File: src/sv/jurb_pkg.sv
// Shared types and constants for the serial port register block.
`timescale 1ns / 1ps
`default_nettype none
package jurb_pkg;

	localparam int FIFO_DEPTH = 64;

	localparam logic [1:0] OP_READ    = 2'd0;
	localparam logic [1:0] OP_WRITE   = 2'd1;
	localparam logic [1:0] OP_RECEIVE = 2'd2;

	localparam logic [2:0] ADDR_DATA = 3'd0;
	localparam logic [2:0] ADDR_CTRL = 3'd4;

	localparam int DATA_VALID_BIT = 15;
	localparam int AVAIL_SHIFT    = 16;
	localparam int CTRL_RE_BIT    = 0;
	localparam int CTRL_WE_BIT    = 1;
	localparam int CTRL_RI_BIT    = 8;
	localparam int CTRL_WI_BIT    = 9;

	typedef enum logic [0:0] {
		ST_IDLE,
		ST_RD_WAIT
	} ctl_state_t;

	typedef struct packed {
		logic exec;
		logic load_now;
		logic load_pop;
	} ctl_cmd_t;

	typedef struct packed {
		logic pop_needed;
	} dp_sts_t;

endpackage
`default_nettype wire

File: src/sv/jurb_ram.sv
// Generic single-write, single-read RAM with registered read data.
`timescale 1ns / 1ps
`default_nettype none
module jurb_ram #(
	parameter int WIDTH = 8,
	parameter int DEPTH = jurb_pkg::FIFO_DEPTH
) (
	input  wire logic                     clk,
	input  wire logic                     we,
	input  wire logic [$clog2(DEPTH)-1:0] waddr,
	input  wire logic [WIDTH-1:0]         wdata,
	input  wire logic                     re,
	input  wire logic [$clog2(DEPTH)-1:0] raddr,
	output logic      [WIDTH-1:0]         rdata
);

	logic [WIDTH-1:0] mem_q [DEPTH];

	always_ff @(posedge clk) begin
		if (we) begin
			mem_q[waddr] <= wdata;
		end
		if (re) begin
			rdata <= mem_q[raddr];
		end
	end

endmodule
`default_nettype wire

File: src/sv/jurb_datapath.sv
// Datapath: receive FIFO, flags, enables and result registers.
`timescale 1ns / 1ps
`default_nettype none
module jurb_datapath #(
	parameter int FIFO_DEPTH = jurb_pkg::FIFO_DEPTH
) (
	input  wire logic                clk,
	input  wire logic                arst_n,
	input  wire jurb_pkg::ctl_cmd_t  cmd,
	output jurb_pkg::dp_sts_t        sts,
	input  wire logic [1:0]          operation,
	input  wire logic [2:0]          address,
	input  wire logic [31:0]         write_data,
	input  wire logic [7:0]          rx_byte,
	output logic      [31:0]         read_data,
	output logic                     irq,
	output logic                     tx_valid,
	output logic      [7:0]          tx_byte,
	output logic                     rx_dropped
);

	localparam int PTR_W = $clog2(FIFO_DEPTH);
	localparam int CNT_W = $clog2(FIFO_DEPTH + 1);

	logic [PTR_W-1:0] wr_ptr_q;
	logic [CNT_W-1:0] count_q;
	logic             re_en_q, we_en_q, rp_q, wp_q;

	logic [PTR_W-1:0] wr_ptr_n;
	logic [CNT_W-1:0] count_n;
	logic             re_en_n, we_en_n, rp_n, wp_n;
	logic [31:0]      rdata_n;
	logic             txv_n, drop_n;
	logic [7:0]       txb_n;
	logic             full, ram_we, ram_re;
	logic [PTR_W-1:0] rd_addr;
	logic [7:0]       ram_rdata;
	logic [31:0]      ctrl_val;

	assign full    = (count_q == CNT_W'(FIFO_DEPTH));
	assign rd_addr = wr_ptr_q - count_q[PTR_W-1:0];
	assign sts.pop_needed = (operation == jurb_pkg::OP_READ) &&
		(address == jurb_pkg::ADDR_DATA) && (count_q != '0);

	always_comb begin
		ctrl_val = 32'(FIFO_DEPTH) << jurb_pkg::AVAIL_SHIFT;
		ctrl_val[jurb_pkg::CTRL_WI_BIT] = wp_q;
		ctrl_val[jurb_pkg::CTRL_RI_BIT] = rp_q;
		ctrl_val[jurb_pkg::CTRL_WE_BIT] = we_en_q;
		ctrl_val[jurb_pkg::CTRL_RE_BIT] = re_en_q;
	end

	always_comb begin
		wr_ptr_n = wr_ptr_q;
		count_n  = count_q;
		re_en_n  = re_en_q;
		we_en_n  = we_en_q;
		rp_n     = rp_q;
		wp_n     = wp_q;
		rdata_n  = '0;
		txv_n    = 1'b0;
		txb_n    = '0;
		drop_n   = 1'b0;
		ram_we   = 1'b0;
		ram_re   = 1'b0;
		unique case (operation)
			jurb_pkg::OP_READ: begin
				if (address == jurb_pkg::ADDR_DATA) begin
					if (count_q != '0) begin
						ram_re  = cmd.exec;
						count_n = count_q - 1'b1;
						rp_n    = 1'b1;
					end else begin
						rp_n = 1'b0;
					end
				end else if (address == jurb_pkg::ADDR_CTRL) begin
					rdata_n = ctrl_val;
				end
			end
			jurb_pkg::OP_WRITE: begin
				if (address == jurb_pkg::ADDR_DATA) begin
					txv_n = 1'b1;
					txb_n = write_data[7:0];
					wp_n  = 1'b1;
				end else if (address == jurb_pkg::ADDR_CTRL) begin
					re_en_n = write_data[jurb_pkg::CTRL_RE_BIT];
					we_en_n = write_data[jurb_pkg::CTRL_WE_BIT];
				end
			end
			jurb_pkg::OP_RECEIVE: begin
				if (full) begin
					drop_n = 1'b1;
				end else begin
					ram_we   = cmd.exec;
					wr_ptr_n = wr_ptr_q + 1'b1;
					count_n  = count_q + 1'b1;
				end
				rp_n = 1'b1;
			end
			default: begin
			end
		endcase
	end

	jurb_ram #(
		.WIDTH(8),
		.DEPTH(FIFO_DEPTH)
	) u_rx_ram (
		.clk  (clk),
		.we   (ram_we),
		.waddr(wr_ptr_q),
		.wdata(rx_byte),
		.re   (ram_re),
		.raddr(rd_addr),
		.rdata(ram_rdata)
	);

	always_ff @(posedge clk or negedge arst_n) begin
		if (!arst_n) begin
			wr_ptr_q <= '0;
			count_q  <= '0;
			re_en_q  <= 1'b0;
			we_en_q  <= 1'b0;
			rp_q     <= 1'b0;
			wp_q     <= 1'b0;
		end else if (cmd.exec) begin
			wr_ptr_q <= wr_ptr_n;
			count_q  <= count_n;
			re_en_q  <= re_en_n;
			we_en_q  <= we_en_n;
			rp_q     <= rp_n;
			wp_q     <= wp_n;
		end
	end

	always_ff @(posedge clk) begin
		if (cmd.load_now) begin
			read_data  <= rdata_n;
			irq        <= (we_en_n && wp_n) || (re_en_n && rp_n);
			tx_valid   <= txv_n;
			tx_byte    <= txb_n;
			rx_dropped <= drop_n;
		end else if (cmd.load_pop) begin
			read_data <= {16'(count_q), 8'h80, ram_rdata};
			irq        <= (we_en_q && wp_q) || (re_en_q && rp_q);
			tx_valid   <= 1'b0;
			tx_byte    <= '0;
			rx_dropped <= 1'b0;
		end
	end

`ifndef SYNTHESIS
	a_count_bound: assert property (@(posedge clk) disable iff (!arst_n)
		count_q <= CNT_W'(FIFO_DEPTH))
		else $error("receive count above depth");
	a_pop_dec: assert property (@(posedge clk) disable iff (!arst_n)
		cmd.exec && sts.pop_needed |=> count_q == $past(count_q) - 1'b1)
		else $error("pop did not decrement count");
	a_pop_pending: assert property (@(posedge clk) disable iff (!arst_n)
		cmd.load_pop |-> rp_q)
		else $error("read pending clear after pop");
`endif

endmodule
`default_nettype wire

File: src/sv/jurb_controller.sv
// Controller: request handshake, read-wait sequencing and result valid.
`timescale 1ns / 1ps
`default_nettype none
module jurb_controller (
	input  wire logic               clk,
	input  wire logic               arst_n,
	input  wire logic               in_valid,
	output logic                    in_stall,
	output logic                    out_valid,
	input  wire logic               out_stall,
	input  wire jurb_pkg::dp_sts_t  sts,
	output jurb_pkg::ctl_cmd_t      cmd
);

	jurb_pkg::ctl_state_t state_q, state_n;
	logic out_valid_q;
	logic accept;

	assign in_stall  = (state_q != jurb_pkg::ST_IDLE) || (out_valid_q && out_stall);
	assign accept    = in_valid && !in_stall;
	assign out_valid = out_valid_q;

	always_comb begin
		state_n = state_q;
		unique case (state_q)
			jurb_pkg::ST_IDLE: begin
				if (accept && sts.pop_needed) begin
					state_n = jurb_pkg::ST_RD_WAIT;
				end
			end
			jurb_pkg::ST_RD_WAIT: begin
				state_n = jurb_pkg::ST_IDLE;
			end
			default: begin
				state_n = jurb_pkg::ST_IDLE;
			end
		endcase
	end

	always_comb begin
		cmd.exec     = accept;
		cmd.load_now = accept && !sts.pop_needed;
		cmd.load_pop = (state_q == jurb_pkg::ST_RD_WAIT);
	end

	always_ff @(posedge clk or negedge arst_n) begin
		if (!arst_n) begin
			state_q     <= jurb_pkg::ST_IDLE;
			out_valid_q <= 1'b0;
		end else begin
			state_q <= state_n;
			if (cmd.load_now || cmd.load_pop) begin
				out_valid_q <= 1'b1;
			end else if (!out_stall) begin
				out_valid_q <= 1'b0;
			end
		end
	end

`ifndef SYNTHESIS
	a_wait_empty: assert property (@(posedge clk) disable iff (!arst_n)
		state_q == jurb_pkg::ST_RD_WAIT |-> !out_valid_q)
		else $error("result register busy during read wait");
	a_pop_wait: assert property (@(posedge clk) disable iff (!arst_n)
		accept && sts.pop_needed |=> state_q == jurb_pkg::ST_RD_WAIT)
		else $error("pop did not enter read wait");
	a_pop_load: assert property (@(posedge clk) disable iff (!arst_n)
		cmd.load_pop |=> out_valid_q)
		else $error("pop result not presented");
`endif

endmodule
`default_nettype wire

File: src/sv/jtag_uart_register_block_unit.sv
// Top level of the two-register serial port with receive FIFO.
`timescale 1ns / 1ps
`default_nettype none
// One request at a time: a bus read, a bus write or a received byte. The
// result is presented in the cycle after the request is taken; a data-register
// read of a non-empty FIFO passes the read-wait state, as the receive RAM
// has a registered read port. A new request is taken in the cycle the
// pending result is taken, so the sustained rate is one request per cycle
// while out_stall is low, none while a popping read waits. The RAM holds
// FIFO_DEPTH bytes (a power of two) and needs no clearing after reset.
module jtag_uart_register_block_unit #(
	parameter int FIFO_DEPTH = jurb_pkg::FIFO_DEPTH
) (
	input  wire logic        clk,
	input  wire logic        arst_n,
	input  wire logic        in_valid,
	output logic             in_stall,
	input  wire logic [1:0]  operation,
	input  wire logic [2:0]  address,
	input  wire logic [31:0] write_data,
	input  wire logic [7:0]  rx_byte,
	output logic             out_valid,
	input  wire logic        out_stall,
	output logic      [31:0] read_data,
	output logic             irq,
	output logic             tx_valid,
	output logic      [7:0]  tx_byte,
	output logic             rx_dropped
);

	jurb_pkg::ctl_cmd_t cmd;
	jurb_pkg::dp_sts_t  sts;

	jurb_controller u_ctl (
		.clk      (clk),
		.arst_n   (arst_n),
		.in_valid (in_valid),
		.in_stall (in_stall),
		.out_valid(out_valid),
		.out_stall(out_stall),
		.sts      (sts),
		.cmd      (cmd)
	);

	jurb_datapath #(
		.FIFO_DEPTH(FIFO_DEPTH)
	) u_dp (
		.clk       (clk),
		.arst_n    (arst_n),
		.cmd       (cmd),
		.sts       (sts),
		.operation (operation),
		.address   (address),
		.write_data(write_data),
		.rx_byte   (rx_byte),
		.read_data (read_data),
		.irq       (irq),
		.tx_valid  (tx_valid),
		.tx_byte   (tx_byte),
		.rx_dropped(rx_dropped)
	);

endmodule
`default_nettype wire
File: config.mk
export PLATFORM = sky130hd
export DESIGN_NAME = jtag_uart_register_block_unit
export DESIGN_NICKNAME = d
export VERILOG_FILES = /design/src/sv/jurb_pkg.sv /design/src/sv/jurb_ram.sv /design/src/sv/jurb_datapath.sv /design/src/sv/jurb_controller.sv /design/src/sv/jtag_uart_register_block_unit.sv
export SDC_FILE = /design/constraint.sdc
export NUM_CORES = 1
export LEC_CHECK = 0
export BUFFER_PORTS_ARGS = -buffer_cell sky130_fd_sc_hd__buf_4
export CAP_MARGIN = 20
export CORE_ASPECT_RATIO = 1.4
export CORE_MARGIN = 2
export CORE_UTILIZATION = 45
export DETAILED_ROUTE_END_ITERATION = 8
export GPL_ROUTABILITY_DRIVEN = 1
export PLACE_DENSITY_LB_ADDON = 0.25
export SLEW_MARGIN = 20
export SYNTH_ARGS = -nofsm -noshare
export SYNTH_HDL_FRONTEND = slang
export SYNTH_SLANG_ARGS = --single-unit
export TNS_END_PERCENT = 100
File: constraint.sdc
create_clock -name clk -period 3.5 [get_ports clk]
set_clock_uncertainty 0.2 [all_clocks]
set_input_delay 0 -clock clk [delete_from_list [all_inputs] [get_ports clk]]
set_output_delay 0 -clock clk [all_outputs]
set_load 0.02 [all_outputs]
==> flow_summary.yaml, run 1 <==
route:
  drt_first_pass_iters: 5
  avgViaCountPerCell: 5.538
  wirelength_mm: 47.00
  drc_errors: 0
  vias: 10730
  drtIter0Drc: 850
  ant_nets: 0
  wl_per_cell_um: 24.25
power:
  ir_worst_vdd_v: 0.0006994
  p_per_area_mw_per_mm2: 1067
  totalPowerFinal_w: 0.02817
  leakagePower_nw: 8.839
hold_path:
  hold_start: "write_data[1]"
  min_path_type: "in2reg"
timing:
  finalMaxSlewViolations: 0
  setup_viol: 0
  maxSlewHeadroom_pct: 32.50
  fmax_mhz: 290.6
  tns_ns: 0
  period_share_pct: 98.31
  rsz0062_at_grt: "no"
  fin_crit_ns: 3.441
  hold-worst-slack_ns: 0.09403
  hold_viol: 0
  worst_pin_slew_ns: 1.009
global_route:
  antenna_found_initial: 0
  overflow: 0
  grt_pass1_wl_mm: 70.57
  grt_max_degree: 65
  grt_pass1_vias: 11210
  grt_util_all_layers_pct: 18.02
yosys:
  yosys.area.top_type_share_pct: 71.98
  synth_cells: 1106
  synth_cell_types: 60
  postSynthAreaPerCell_sq_um: 20.71
  yosysSeqAreaShare_pct: 74.06
  yosysTopAreaCell: "edfxtp_1"
  ys.warnings.count: 0
  synth_seq_cells: 568
  async_flop_share_pct: 3.345
  synth_ff_type: "edfxtp_1"
  synth_edf_count: 549
  synth_area_leaders: "edfxtp_1 (72%), mux4_2 (13%), mux2i_1 (3.6%)"
  syn_area_sq_mm: 0.02290
setup_path:
  startpoint: "u_dp.wr_ptr_q[0]"
  cp_data_required_time_ns: 3.62
  r2r_slack_ns: 0.06
  cpPeakStageDelay_ns: 0.89
  critPathCaptureType: "register"
  endpoint: "u_dp.u_rx_ram.rdata[6]"
  arrival_ns: 3.56
  cp_slowest_cell: "fa_4"
  cp-start-kind: "register"
  worst-path-stages: 10
  critPathKind: "reg2reg"
  r2r_start: "u_dp.wr_ptr_q[0]"
  crit_chain: "inv_1, ha_4, fa_4, buf_12, buf_12, mux4_2, mux2i_2, mux2_4, mux2i_2, mux2_2"
  crit_fanout: 12
  crit_buf_inv: 3
  r2r-end: "u_dp.u_rx_ram.rdata[6]"
  ff2ff_path_depth: 10
  cp_top_family: "multiplexers"
die:
  die_h_um: 270.9
  dieArea_sq_mm: 0.05274
  core_sq_mm: 0.05012
  fp-row-count: 97
  io_pins: 94
  die_x_um: 194.7
  initial_core_util_pct: 45.69
clock_network:
  clock_path_buffers: 3
  clk_pin_slew_ns: 0.07
  cts-buffers-inserted: 51
  tritoncts: "yes"
  cts_sinks: 568
  htree_levels: 2
  clock_latency_ns: 0.57
  clockRootBuffer: "clkbuf_16"
placement:
  placed_cell_area_sq_mm: 0.02433
  numPortBuffers: 55
  gp_congestion: 0.7993
  hpwlAfterDp_mm: 28.76
job:
  maxCapViolations: 0
layout:
  drive_gt1_share_pct: 29.27
  nets: 1319
  fin_util_pct: 52.66
  syn2layout_area_growth_pct: 15.26
  design_area_sq_mm: 0.02640
  diodes: 0
run_status:
  run_status: "finished, final reports clean"
==> logic make-up after synthesis <==
family | share of synthesized area [%]
compound gates | 1.060
other cells | 0.01637
buf+inv | 1.857
flops | 74.06
mux | 18.28
xor+xnor | 0.6064
simple gates | 3.343
fa+ha+maj | 0.7757
==> power by group <==
group | total [W] | internal, W | switching (W)
logic | 0.0151 | 0.00789 | 0.00724
registers | 0.00788 | 0.00775 | 0.000123
clock network | 0.00516 | 0.00282 | 0.00234
total | 0.0282 | 0.0185 | 0.00970
==> worst reg2reg max path, cell delays in order (launching register included) <==
cell and delay (ns):
dfrtp_1 0.35, inv_1 0.08, ha_4 0.17, fa_4 0.89, buf_12 0.18, buf_12 0.17
mux4_2 0.36, mux2i_2 0.22, mux2_4 0.22, mux2i_2 0.10, mux2_2 0.28
==> cell usage in the layout, fill, tap and decap left out, types with 10 or more instances in the layout <==
master,n
edfxtp_1,549
mux4_2,128
buf_4,96
nor2_1,75
mux2i_1,73
clkbuf_16,52
dlygate4sd3_1,37
mux2_2,34
and2_1,22
dfrtp_1,19
conb_1,14
clkbuf_1,13
clkinv_1,12
buf_12,11
inv_1,10
ha_1,10
==> cell usage after synthesis (4+ instances only) <==
library cell  count
buf_6             5
buf_4            16
nor2_1           76
mux2_2           42
mux2i_1          82
nand2_1           9
ha_1             11
nand3_1           5
a21o_1            4
a21oi_1           8
dfrtp_1          19
mux4_2          128
and2_1           22
o21ai_0           5
buf_2            22
xor2_1            6
inv_1            10
clkbuf_1         17
edfxtp_1        549
xnor2_1           8
==> worst min-delay path by stage <==
stage,endpoint,slack [ns],cells past startpoint
after global placement,u_ctl.out_valid,-0.29,1
after global routing,u_dp.tx_byte[1],0.07,3
final,u_dp.tx_byte[1],0.09,3
after detailed placement,u_ctl.out_valid,-0.29,1
after floorplan,u_ctl.out_valid,-0.50,0
after CTS,u_dp.tx_byte[1],0.06,3
==> final cells by class <==
type,count,area (sq um)
Clock buffer,64,1325
Timing Repair Buffer,149,1413
Tap cell,643,804.5
Clock inverter,27,182.7
Inverter,11,41.29
Fill cell,3897,23730
Sequential cell,568,16960
Multi-Input combinational cell,476,5670
==> timing repair <==
item | in CTS | in global routing
hold buffers | 37 | 1
setup endpoints to repair | 2 | 6
setup buffers | 3 | 2
hold endpoints to repair | 567 | 19
resized for setup | 1 | 18
pin swaps | 0 | 1
gates cloned | 1 | 1
==> through the flow <==
step / worst slack (ns) / cells
after floorplan: 0.1335 / 1119
after global placement: -0.03609 / 1802
after detailed placement: -0.05167 / 1802
after CTS: 0.03316 / 1934
after global routing: 0.005913 / 1938
final: 0.05917 / 1938
==> registers in the layout, indices dropped and copies added (netlist names), 6 cells and up <==
signal / flops
u_dp.count_q: 7
u_dp.tx_byte: 8
u_dp.wr_ptr_q: 6
u_dp.u_rx_ram.mem_q: 512
u_dp.u_rx_ram.rdata: 8
u_dp.read_data: 18
==> layer usage <==
layer | vias to the layer above | GRT usage [%] | share of wire, %
met3 | 74 | 2.306 | 5.0
met2 | 285 | 31.27 | 52
met1 | 5607 | 23.72 | 41
li1 | 4767 | - | -
met4 | 0 | 5.729 | 2.3
met5 | - | 0 | 0
Power figures use the tool's default switching activity.
==> inputs of run 2 (changes only) <==
==> constraint.sdc (replaced) <==
create_clock -name clk -period 3.3 [get_ports clk]
set_clock_uncertainty 0.2 [all_clocks]
set_input_delay 0 -clock clk [delete_from_list [all_inputs] [get_ports clk]]
set_output_delay 0 -clock clk [all_outputs]
set_load 0.02 [all_outputs]
==> run 2 against run 1 <==
  * The run now ends with negative setup slack left
  * Core utilization up 1.4 points
  * First-iteration DRC count increased by 18%
  * Global-route usage rose by 0.48 points
  * Critical path type unchanged
  * Highest routed layer unchanged
  * Count of clock-buffer cells in the layout is 5 lower
  * Flip-flop and latch count stayed put
  * Critical path depth is 1 higher
  * Setup slack worse by 0.14 ns
==> flow_summary.yaml, run 2 (same netlist as run 1, synthesis figures left out) <==
run_status:
  run_status: "finished, violations left"
  violations: "negative setup slack"
clock_network:
  tritoncts: "yes"
  clock_path_buffers: 3
  clockRootBuffer: "clkbuf_16"
  cts_sinks: 568
  clk_pin_slew_ns: 0.07
  clock_latency_ns: 0.57
  htree_levels: 2
  cts-buffers-inserted: 50
layout:
  mostFrequentLayoutCell: "edfxtp_1"
  drive_gt1_share_pct: 32.42
  nets: 1343
  syn2layout_area_growth_pct: 18.21
  design_area_sq_mm: 0.02707
  fillers: 3803
  diodes: 0
  layout_common_cells: "edfxtp_1 (549), mux4_2 (128), buf_4 (106)"
  largest_reg_flops: 512
  largestRegisters: "u_dp.u_rx_ram.mem_q x512, u_dp.read_data x18"
  regMostFlops: "u_dp.u_rx_ram.mem_q"
die:
  io_pins: 94
  fp-row-count: 97
  die_h_um: 270.9
  die_x_um: 194.7
  core_sq_mm: 0.05012
  dieArea_sq_mm: 0.05274
  initial_core_util_pct: 45.69
timing:
  fmax_mhz: 295.6
  rsz0062_at_grt: "yes"
  period_share_pct: 102.5
  hold_viol: 0
  tns_ns: -0.5172
  timing.final.ws_setup_ns: -0.08318
  worst_pin_slew_ns: 1.033
  setup_viol: 8
  fin_crit_ns: 3.383
  finalMaxSlewViolations: 0
  maxSlewHeadroom_pct: 30.91
placement:
  hpwlAfterDp_mm: 29.66
  placed_cell_area_sq_mm: 0.02445
  pre_cts_ws_ns: -0.1778
  numPortBuffers: 55
  gp_congestion: 0.7920
route:
  avgViaCountPerCell: 5.555
  vias: 10900
  wirelength_mm: 48.11
  ant_nets: 0
  drc_errors: 0
  wl_per_cell_um: 24.51
  drt_first_pass_iters: 5
  drtIter0Drc: 1003
global_route:
  grt_pass1_vias: 11480
  overflow: 0
  grt_max_degree: 65
  grt_util_all_layers_pct: 18.49
  grt_pass1_wl_mm: 73.13
  antenna_found_initial: 0
setup_path:
  crit_buf_inv: 4
  cp_top_family: "multiplexers"
  arrival_ns: 3.50
  cp-start-kind: "register"
  cp_slowest_cell: "fa_4"
  critPathKind: "reg2reg"
  critPathCaptureType: "register"
  crit_fanout: 7
  cp_data_required_time_ns: 3.42
  cpPeakStageDelay_ns: 0.82
  crit_chain: "inv_2, ha_4, fa_4, buf_12, buf_16, buf_12, mux4_2, mux2i_2, mux2_4, mux2i_4, mux2_4"
hold_path:
  min_path_type: "in2reg"
job:
  maxCapViolations: 0
-- run 2: final cells by class --
class                   count  area [sq um]  area share (%)
multi-input cells         476          5841           21.57
clock inverters            32         371.6           1.373
repair buffers            174          1729           6.387
clock buffers              59          1326           4.899
inverters                  11         41.29          0.1525
well taps                 643         804.5           2.971
flip-flops and latches    568         16960           62.65
-- run 2: worst paths after layout --
path                                   startpoint                      to  slack, ns  depth (start not counted)
min reg2reg                u_dp.u_rx_ram.rdata[2]       u_dp.read_data[2]       0.32                          1
min in group asynchronous                  arst_n           u_ctl.state_q       0.31                          3
min                                 write_data[1]         u_dp.tx_byte[1]       0.10                          3
max reg2reg                      u_dp.wr_ptr_q[0]  u_dp.u_rx_ram.rdata[6]      -0.08                         11
max in group asynchronous                  arst_n        u_dp.wr_ptr_q[1]       2.12                          4
max                              u_dp.wr_ptr_q[0]  u_dp.u_rx_ram.rdata[6]      -0.08                         11
-- run 2: what timing repair did --
action                     in CTS  in global routing
gates resized for setup        70                  6
gates cloned                    3                  0
hold endpoints to repair      565                  0
pin swaps                       1                  1
setup endpoints to repair       8                  8
hold buffers                   38                  0
setup buffers                  18                  2
-- run 2: through the flow --
stage          hold WS (ns)  std cells  util [%]
2_1_floorplan       -0.4956       1119         -
3_3_place_gp        -0.2920       1812     48.79
3_5_place_dp        -0.2921       1812     48.79
4_1_cts             0.07622       1962     54.01
5_1_grt             0.09352       1963     54.02
6_report             0.1027       1963     54.02
-- run 2: routing by layer --
metal  vias up  global-route usage [%]  routed length (um)
met5         -                       0                   0
met4         0                   5.000                1083
met3        70                   2.182                1990
met2       296                   32.81               25110
met1      5717                   24.20               19920
li1       4821                       -                   -
-- run 2: tightest hold or removal path: cells and delay by family --
kind | cells | cell delay (ns)
simple gates | 1 | 0.10
buf+inv | 2 | 0.66
Power of run 2 is not shown: default switching activity piles up to over one toggle a cycle in this logic, so the estimate is an artifact.
